--- src/rtl/rsmg_pkg.sv ---
// ----------------------------------------------------------------------------
// rsmg_pkg: shared types and tables for the run sequence mode guard
// Request and response payloads, mode codes and the mode transition table.
// ----------------------------------------------------------------------------
package rsmg_pkg;

  localparam int unsigned MODE_W     = 5;
  localparam int unsigned MODE_COUNT = 19;

  // Request operation codes
  localparam logic OP_MOVE  = 1'b0;
  localparam logic OP_LEAVE = 1'b1;

  // Mode codes
  localparam logic [MODE_W-1:0] MODE_EMPTY              = 5'd0;
  localparam logic [MODE_W-1:0] MODE_PARSING            = 5'd1;
  localparam logic [MODE_W-1:0] MODE_PARSED             = 5'd2;
  localparam logic [MODE_W-1:0] MODE_CLEARING           = 5'd3;
  localparam logic [MODE_W-1:0] MODE_REQ_LOAD           = 5'd4;
  localparam logic [MODE_W-1:0] MODE_PREP_LOAD          = 5'd5;
  localparam logic [MODE_W-1:0] MODE_LOADING            = 5'd6;
  localparam logic [MODE_W-1:0] MODE_LOADED             = 5'd7;
  localparam logic [MODE_W-1:0] MODE_REQ_PLAY           = 5'd8;
  localparam logic [MODE_W-1:0] MODE_PREP_PLAY          = 5'd9;
  localparam logic [MODE_W-1:0] MODE_WAIT_TRIG          = 5'd10;
  localparam logic [MODE_W-1:0] MODE_TRIGGERED          = 5'd11;
  localparam logic [MODE_W-1:0] MODE_PLAYING            = 5'd12;
  localparam logic [MODE_W-1:0] MODE_PAUSING            = 5'd13;
  localparam logic [MODE_W-1:0] MODE_PAUSED             = 5'd14;
  localparam logic [MODE_W-1:0] MODE_PREP_RESUME        = 5'd15;
  localparam logic [MODE_W-1:0] MODE_STOPPING           = 5'd16;
  localparam logic [MODE_W-1:0] MODE_REQ_PUBLISH        = 5'd17;
  localparam logic [MODE_W-1:0] MODE_PUBLISHING         = 5'd18;

  typedef logic [MODE_COUNT-1:0] mode_set_t;

  // Allowed destinations for each present mode (bit n = may move to mode n)
  localparam mode_set_t NEXT_ALLOWED [MODE_COUNT] = '{
    19'b001_0000_0000_0000_1010,  // empty
    19'b001_0000_0000_0000_0100,  // parsing
    19'b001_0000_0000_0001_1000,  // parsed
    19'b000_0000_0000_0000_0001,  // clearing
    19'b001_0000_0000_0010_0000,  // requesting load
    19'b001_0000_0000_0100_0000,  // preparing to load
    19'b001_0000_0000_1000_0000,  // loading
    19'b011_0000_0001_0000_1100,  // loaded
    19'b001_0000_0010_0000_0000,  // requesting play
    19'b001_0000_0100_0000_0000,  // preparing to play
    19'b001_0000_1000_0000_0000,  // waiting for trigger
    19'b001_0001_0000_0000_0000,  // triggered
    19'b001_0010_0100_0000_0000,  // playing
    19'b001_0100_0000_0000_0000,  // pausing
    19'b001_1000_0000_0000_0000,  // paused
    19'b001_0001_0000_0000_0000,  // preparing to resume
    19'b000_0000_0000_1000_0101,  // stopping
    19'b101_0000_0000_0000_0000,  // requesting publish
    19'b001_0000_0000_0000_0000   // publishing
  };

  typedef struct packed {
    logic              operation;
    logic [MODE_W-1:0] target_state;
  } req_t;

  typedef struct packed {
    logic              accepted;
    logic [MODE_W-1:0] present_mode;
  } rsp_t;

  // Outcome of one request, from the step logic to the top level
  typedef struct packed {
    logic              accepted;
    logic [MODE_W-1:0] mode_nxt;
    logic [MODE_W-1:0] resting_nxt;
  } step_t;

  // Same-mode moves always pass, even for codes past the last mode; other moves with such a code never do
  function automatic logic move_allowed(logic [MODE_W-1:0] from_mode,
                                        logic [MODE_W-1:0] to_mode);
    logic ok;
    ok = 1'b0;
    if (from_mode == to_mode) begin
      ok = 1'b1;
    end else if ((from_mode < MODE_W'(MODE_COUNT)) && (to_mode < MODE_W'(MODE_COUNT))) begin
      ok = NEXT_ALLOWED[from_mode][to_mode];
    end
    return ok;
  endfunction

  function automatic logic is_resting(logic [MODE_W-1:0] m);
    return (m == MODE_EMPTY) || (m == MODE_PARSED) || (m == MODE_LOADED);
  endfunction

endpackage

--- src/rtl/rsmg_step.sv ---
// ----------------------------------------------------------------------------
// rsmg_step: next-mode logic
// Checks one request against the transition table and gives the outcome.
// ----------------------------------------------------------------------------
module rsmg_step (
  input  rsmg_pkg::req_t                   req,
  input  logic [rsmg_pkg::MODE_W-1:0]      mode_now,
  input  logic [rsmg_pkg::MODE_W-1:0]      resting_mode,
  output rsmg_pkg::step_t                  step
);
  import rsmg_pkg::*;

  always_comb begin
    step.accepted    = 1'b0;
    step.mode_nxt    = mode_now;
    step.resting_nxt = resting_mode;
    if (req.operation == OP_MOVE) begin
      // move: enter target if allowed, record it when it is a resting mode
      if (move_allowed(mode_now, req.target_state)) begin
        step.accepted = 1'b1;
        step.mode_nxt = req.target_state;
        if (is_resting(req.target_state)) begin
          step.resting_nxt = req.target_state;
        end
      end
    end else begin
      // leave: no-op unless the named mode is the present one
      if (mode_now != req.target_state) begin
        step.accepted = 1'b1;
      end else if (!is_resting(mode_now) && move_allowed(mode_now, resting_mode)) begin
        step.accepted = 1'b1;
        step.mode_nxt = resting_mode;
      end
    end
  end

endmodule

--- src/rtl/run_sequence_mode_guard.sv ---
// ----------------------------------------------------------------------------
// run_sequence_mode_guard: mode guard for an event playback engine
// Accepts move and leave requests and reports whether each one succeeded.
// ----------------------------------------------------------------------------
// Usage:
//   in_valid/in_stall/in_req carry requests: a move to target_state, or a
//   leave of the mode named by target_state. A request is taken on a clock
//   edge with in_valid high and in_stall low.
//   out_valid/out_stall/out_rsp carry one response per request: the accepted
//   flag and the mode after the request.
// Timing: a taken request passes the input register, then the response
//   register, where out_valid rises; the table check sits between them.
// Throughput: one request per cycle while out_stall is low.
// Reset: both mode registers return to empty and the pipeline drains empty.
// Stall: while out_stall holds a waiting response, the input register keeps
//   its request and in_stall rises once that register is full; nothing is
//   dropped and the mode only changes as a request enters the response
//   register.
// ----------------------------------------------------------------------------
module run_sequence_mode_guard (
  input  logic           clk,
  input  logic           rst_n,
  input  logic           in_valid,
  output logic           in_stall,
  input  rsmg_pkg::req_t in_req,
  output logic           out_valid,
  input  logic           out_stall,
  output rsmg_pkg::rsp_t out_rsp
);
  import rsmg_pkg::*;

  logic              req_valid_r;
  req_t              req_r;
  logic              out_valid_r;
  rsp_t              rsp_r;
  logic [MODE_W-1:0] mode_r;
  logic [MODE_W-1:0] resting_r;
  step_t             step;
  logic              advance;
  logic              take_in;

  // Pipeline flow control
  assign advance  = !out_valid_r || !out_stall;
  assign in_stall = req_valid_r && !advance;
  assign take_in  = in_valid && !in_stall;

  rsmg_step u_step (
    .req          (req_r),
    .mode_now     (mode_r),
    .resting_mode (resting_r),
    .step         (step)
  );

  // Control and mode state
  always_ff @(posedge clk) begin
    if (!rst_n) begin
      req_valid_r <= 1'b0;
      out_valid_r <= 1'b0;
      mode_r      <= MODE_EMPTY;
      resting_r   <= MODE_EMPTY;
    end else begin
      if (!in_stall) begin
        req_valid_r <= in_valid;
      end
      if (advance) begin
        out_valid_r <= req_valid_r;
        if (req_valid_r) begin
          mode_r    <= step.mode_nxt;
          resting_r <= step.resting_nxt;
        end
      end
    end
  end

  // Payload registers
  always_ff @(posedge clk) begin
    if (take_in) begin
      req_r <= in_req;
    end
    if (advance && req_valid_r) begin
      rsp_r.accepted     <= step.accepted;
      rsp_r.present_mode <= step.mode_nxt;
    end
  end

  assign out_valid = out_valid_r;
  assign out_rsp   = rsp_r;

endmodule
--- config.mk ---
export PLATFORM = sky130hd
export DESIGN_NAME = run_sequence_mode_guard
export DESIGN_NICKNAME = d
export VERILOG_FILES = /design/src/rtl/rsmg_pkg.sv /design/src/rtl/rsmg_step.sv /design/src/rtl/run_sequence_mode_guard.sv
export SDC_FILE = /design/constraint.sdc
export NUM_CORES = 1
export LEC_CHECK = 0
export BUFFER_PORTS_ARGS = -buffer_cell sky130_fd_sc_hd__buf_4
export CORE_MARGIN = 1.5
export CORE_UTILIZATION = 42
export DETAILED_ROUTE_END_ITERATION = 12
export GPL_TIMING_DRIVEN = 0
export PLACE_DENSITY = 0.57
export SLEW_MARGIN = 20
export SYNTH_ARGS = -nofsm -noshare
export SYNTH_HDL_FRONTEND = slang
export SYNTH_SLANG_ARGS = --single-unit
export TNS_END_PERCENT = 50
--- constraint.sdc ---
create_clock -name clk -period 2.6 [get_ports clk]
set_clock_uncertainty 0.05 [all_clocks]
set_input_delay 0.26 -clock clk [delete_from_list [all_inputs] [get_ports clk]]
set_output_delay 0.26 -clock clk [all_outputs]
set_load 0.01 [all_outputs]
==> results_dict.tcl, run 1 <==
set metrics [dict create \
    cts_made_buffers 3 \
    yosys-top-cells-area "edfxtp_1 19%, dfxtp_1 12%, a21oi_1 3.9%" \
    grt_pass1_vias 1746 \
    synth_nets 232 \
    outcome "complete, but fails checks" \
    cp-startpoint "req_r[0]" \
    worst_skew_pair.late_latency_ns 0.27 \
    hpwl_mm 3.90 \
    routabilityCongestion 0.901 \
    ys_seq_elements 24 \
    clk_transition_reported_paths_ns 0.09 \
    setup_slack_ns -0.0421 \
    dominant_cell_by_count_in_the_synthesized_netlist "nor2_1" \
    crit_path_depth 9 \
    slew_headroom 0.430 \
    drtAntennaViolNets 0 \
    placeableCoreArea_um2 4380 \
    syn_area_per_cell_um2 8.70 \
    design.die.area_um2 5010 \
    clock_tree.root_cell "clkbuf_8" \
    cpMaxStageDelayCell "edfxtp_1" \
    tritoncts "built" \
    wire_length_of_the_first_global_routing_pass_mm 9.11 \
    leakagePower_uw 0.000881 \
    cp-start-kind "flop" \
    category_of_the_worst_setup_path_capture_point "flop" \
    grtUsageTotal 0.229 \
    timing_max_transition_violations_final 0 \
    initial_core_util 0.440 \
    cts_hold_repair.buffers 0 \
    setup_tns_ns -0.112 \
    rsz0062_at_grt "true" \
    yosys_warnings 0 \
    worstSetupEndpoint "out_rsp[0]" \
    placement_rows 24 \
    cap_viol_max_count 0 \
    path_class "reg -> reg" \
    final_nets 260 \
    drt_drc_violations_left 0 \
    tritoncts_num_sinks 24 \
    antenna_cells 0 \
    timing.reg2reg.setup_slack_ns -0.04 \
    power.total_uw 812 \
    yosysUniqueCellTypes 60 \
    worstPathArrival_ns 2.63 \
    firstDrtPassIters 4 \
    timing.critical_path.max_delay_family "compound AO/OA/AOI/OAI gates" \
    synth_commonest_cells "17 x nor2_1, 15 x a21oi_1, 12 x dfxtp_1, 12 x edfxtp_1" \
    r2r_startpoint "req_r[0]" \
    post-route-util 0.525 \
    post_route_cells_drive_above_1_share 0.285 \
    failing_checks "negative setup slack" \
    slowest_delay_ns 0.46 \
    route.detailed.vias_per_inst 6.25 \
    power.density_nw_per_um2 352 \
    worst_r2r_endpoint "out_rsp[0]" \
    r2r_cells 9 \
    synthArstFlopShare 0 \
    timing_worst_slew_pin_value_ns 0.853 \
    dominantRegCellSynth "edfxtp_1" \
    clock_path_buffers 2 \
    synth_top_cell_by_area "edfxtp_1" \
    maximum_number_of_pins_on_one_net_before_global_route_repair 14 \
    drtIter0Drc 224 \
    critical_path.max_fanout 6 \
    remaining_global_route_overflow 0 \
    worstPathRequired_ns 2.58 \
    crit_buf_inv 2 \
    final_min_period_over_clock_period 1.02 \
    port_buffers 17 \
    die-height_um 70.8 \
    clock_tree.htree_level_count 1 \
    ir_drop_v 0.000287 \
    postSynthCellCount 222 \
    wl_mm 5.63 \
    mappedNetlistArea_um2 1930 \
    timing.final.hold_violations 0 \
    crit_path_cell_trace "buf_6 > or3b_4 > o21a_1 > o221a_1 > a211oi_2 > a21o_2 > buf_6 > nor2_1 > a21bo_1" \
    achievable-frequency_mhz 378 \
    wl_per_cell_um 18.7 \
    flow.area_growth_from_synthesis_pct 19.3 \
    design.portCount 18 \
    synth-seq-area-share 0.311 \
    antenna_violations_before_repair 0 \
    die_width_um 70.8 \
    yosys.area.top_type_share 0.187 \
    layout.cells.non_filler 301 \
    timing.hold.worst.class "in -> reg" \
    place.detailed.instances 291 \
    timing.critical_path.mode_cell "buf_6" \
    setup_viol 3 \
    synth-edff-count 12 \
    route.vias.total 1880 \
    period_minus_slack_ns 2.64 \
]
[flip-flops by register name (all words and copies together), names as in the netlist]
register,cells
mode_r,5
out_valid,1
req_valid_r,1
resting_r,5
out_rsp,6
req_r,6
[cell families (layout without fill, tap and decap cells)]
kind of cell	after synthesis	in the layout	share of synthesized area
buffers and inverters	30	57	0.0855
xor gates and xnor gates	9	9	0.0408
DFF	24	24	0.311
AOI/OAI and AO/OA	72	72	0.289
and+or+nand+nor	87	87	0.273
[cell usage in the layout, fill, tap and decap left out, types with 4 or more instances in the layout]
cell,count
buf_4,25
nor2_1,16
a21oi_1,15
edfxtp_1,12
dfxtp_1,11
o21ai_0,9
nand2_1,9
inv_1,8
nor2b_1,7
o22ai_1,6
nand3_1,6
buf_6,5
buf_2,5
nand2b_1,5
nor3_1,5
o32ai_1,5
xor2_1,5
and3_1,4
clkbuf_4,4
nand3b_1,4
nor4b_1,4
xnor2_1,4
a22oi_1,4
clkbuf_8,4
[final cells by class]
class,instances,area (um^2)
inverter,9,33.8
sequential,24,602
buffer,20,140
multi-input combinational,168,1230
fill,445,2080
clock buffer,4,55.1
timing repair buffer,24,181
tap,52,65.1
[worst reg2reg max path, delay by kind of cell (launching register included)]
family | cells | cell delay (ns)
AND/OR/NAND/NOR | 2 | 0.44
flip-flops | 1 | 0.46
AO/OA/AOI/OAI | 5 | 1.19
buffers and inverters | 2 | 0.28
[routing by layer]
metal / routed length (um) / GRT usage
met5: 0 / 0
met1: 2560 / 0.327
met3: 337 / 0.0313
met2: 2670 / 0.379
met4: 56 / 0.0356
[through the flow]
step	setup WS [ns]	cell area, um^2	hold slack (ns)
floorplan	0.316	1930	0.309
global placement	-0.0428	2120	0.388
detailed placement	-0.0381	2120	0.389
CTS	-0.0202	2180	0.112
global route	-0.101	2300	0.104
finish	-0.0421	2300	0.115
[timing repair]
action	CTS	global route
pin swaps	0	2
gates resized for setup	1	21
setup buffers	0	6
setup endpoints to repair	5	11
gates cloned	0	1
[worst min-delay path by stage]
stage                          from  depth (start not counted)        to  slack [ns]
after detailed placement  in_req[5]                          1  req_r[5]        0.39
after CTS                 in_req[5]                          1  req_r[5]        0.11
final                     in_req[0]                          1  req_r[0]        0.11
after floorplan           in_req[0]                          0  req_r[0]        0.31
after global placement    in_req[4]                          1  req_r[4]        0.39
after global routing      in_req[1]                          1  req_r[1]        0.10
[report_power, final]
group / internal [uW] / switching [uW]
clock: 135 / 120
sequential: 411 / 11.2
combinational: 61.8 / 72.2
(Power assumes the default switching activity.)
==> run 2: changes to the inputs <==
--- a/config.mk
+++ b/config.mk
@@ -7,10 +7,10 @@
 export LEC_CHECK = 0
 export BUFFER_PORTS_ARGS = -buffer_cell sky130_fd_sc_hd__buf_4
 export CORE_MARGIN = 1.5
-export CORE_UTILIZATION = 42
+export CORE_UTILIZATION = 30
 export DETAILED_ROUTE_END_ITERATION = 12
 export GPL_TIMING_DRIVEN = 0
-export PLACE_DENSITY = 0.57
+export PLACE_DENSITY = 0.43
 export SLEW_MARGIN = 20
 export SYNTH_ARGS = -nofsm -noshare
 export SYNTH_HDL_FRONTEND = slang
==> run 2 against run 1 <==
  * The flow now finishes without violations
  * Worst hold slack gained 0.0012 ns
  * Critical path depth decreased by 1
  * Global-route usage fell by 6.1 points
  * First-iteration DRC count is 21% lower
  * Total power fell by 2.6%
  * Highest routed layer unchanged
  * Register-to-register slack better by 0.10 ns
  * Clock power fell by 9.0%
  * Routed wire length up 2.7%
  * Final area is 2.3% higher
  * Count of clock-buffer cells in the layout stayed put
  * Sequential power barely moved
==> results_dict.tcl, run 2 (synthesis gave the netlist of run 1 again) <==
set metrics [dict create \
    cap_viol_max_count 0 \
    grtUsageTotal 0.169 \
    slew_headroom 0.376 \
    initial_core_util 0.308 \
    antenna_violations_before_repair 0 \
    setup_tns_ns 0 \
    ir_drop_v 0.000233 \
    route.detailed.vias_per_inst 5.74 \
    routabilityCongestion 0.867 \
    slowest_delay_ns 0.38 \
    stdcell_area_um2 2360 \
    layout_commonest_cell "buf_4" \
    placement_rows 29 \
    remaining_global_route_overflow 0 \
    clock_tree.htree_level_count 1 \
    cts_hold_repair.buffers 0 \
    hpwl_mm 4.15 \
    achievable-frequency_mhz 394 \
    setup_viol 0 \
    clock_path_buffers 2 \
    cp-start-kind "flop" \
    power.density_nw_per_um2 335 \
    route.vias.total 1864 \
    placeableCoreArea_um2 6280 \
    maximum_number_of_pins_on_one_net_before_global_route_repair 14 \
    category_of_the_worst_setup_path_capture_point "flop" \
    drt_drc_violations_left 0 \
    design.portCount 18 \
    path_class "reg -> reg" \
    rsz0062_at_grt "true" \
    wire_length_of_the_first_global_routing_pass_mm 9.42 \
    firstDrtPassIters 4 \
    leakagePower_uw 0.000886 \
    period_minus_slack_ns 2.54 \
    worstPathRequired_ns 2.68 \
    cpMaxStageDelayCell "o32ai_1" \
    design.die.area_um2 6930 \
    timing_worst_slew_pin_value_ns 0.934 \
    clk_transition_reported_paths_ns 0.09 \
    drtAntennaViolNets 0 \
    worstPathArrival_ns 2.62 \
    outcome "finished, final reports clean" \
    die-height_um 83.2 \
    port_buffers 17 \
    flow.area_growth_from_synthesis_pct 22.1 \
    postPlaceCellArea_um2 2150 \
    tritoncts "built" \
    wl_per_cell_um 17.8 \
    grt_pass1_vias 1760 \
    antenna_cells 0 \
    timing_max_transition_violations_final 0 \
    die_width_um 83.2 \
    final_nets 259 \
    final_min_period_over_clock_period 0.977 \
    timing.hold.worst.class "in -> reg" \
    layout.cells.most_common_list "27 x buf_4, 15 x a21oi_1, 15 x nor2_1" \
    tritoncts_num_sinks 24 \
    post_route_cells_drive_above_1_share 0.310 \
    cts_made_buffers 3 \
    timing.final.hold_violations 0 \
    clock_tree.root_cell "clkbuf_8" \
    crit_path_cell_trace "buf_4 > xnor2_1 > o2bb2ai_1 > a211oi_2 > nor3_1 > a32o_2 > o21a_4 > o32ai_1" \
    wl_mm 5.78 \
    worst_skew_pair.late_latency_ns 0.27 \
    drtIter0Drc 176 \
    critical_path.max_fanout 10 \
]
run 2: cell types whose count changed in the layout (fill, tap and decap cells not counted), sizes merged:
cell / before / now
buf: 35 / 34
run 2: what timing repair did:
| action | 4_1_cts | 5_1_grt |
|---|---|---|
| pin swaps | 0 | 2 |
| endpoints found under the setup margin | 5 | 14 |
| setup buffers | 1 | 5 |
| hold endpoints to repair | 0 | 0 |
| resized for setup | 5 | 27 |
run 2: worst paths after layout:
check	end	cells past startpoint	slack (ns)	startpoint
worst min-delay path	req_r[0]	1	0.12	in_req[0]
worst max-delay path	mode_r[1]	8	0.06	mode_r[1]
worst max register to register	mode_r[1]	8	0.06	mode_r[1]
worst min register to register	out_valid	2	0.44	req_valid_r
run 2: per-layer routing:
layer  global-route usage  routed length (um)  vias to the layer above
met5                    0                   0                        -
met4               0.0470                 113                        0
met3               0.0278                 181                        8
met2                0.273                2780                       52
met1                0.232                2710                      909
li1                     -                   -                      895
run 2: where the power goes:
group	internal (uW)	switching [uW]	total (uW)
logic	62.5	73.8	136
clock network	110	123	232
registers	411	10.3	422
run 2: area by class of cell:
| type | count | area, um^2 |
|---|---|---|
| Buffer | 20 | 143 |
| Clock buffer | 4 | 45.0 |
| Fill cell | 654 | 3920 |
| Inverter | 9 | 33.8 |
| Multi-Input combinational cell | 168 | 1260 |
| Sequential cell | 24 | 604 |
| Tap cell | 77 | 96.3 |
| Timing Repair Buffer | 23 | 173 |
run 2: worst max-delay path: cells and delay by family (launching register included):
family / cells / cell delay [ns]
AOI/OAI and AO/OA: 5 / 1.43
xor gates and xnor gates: 1 / 0.29
and+or+nand+nor: 1 / 0.08
buffers and inverters: 1 / 0.18
DFF: 1 / 0.36
run 2: per-stage QoR:
step | utilization | setup slack, ns | instances | total power (uW) | hold WS (ns)
after floorplan | - | 0.316 | 222 | 506 | 0.309
after global placement | 0.343 | -0.148 | 316 | 550 | 0.388
after detailed placement | 0.343 | -0.100 | 316 | 549 | 0.389
after CTS | 0.354 | 0.00984 | 321 | 783 | 0.107
after global routing | 0.376 | -0.0124 | 325 | 829 | 0.100
final | 0.376 | 0.0594 | 325 | 790 | 0.116
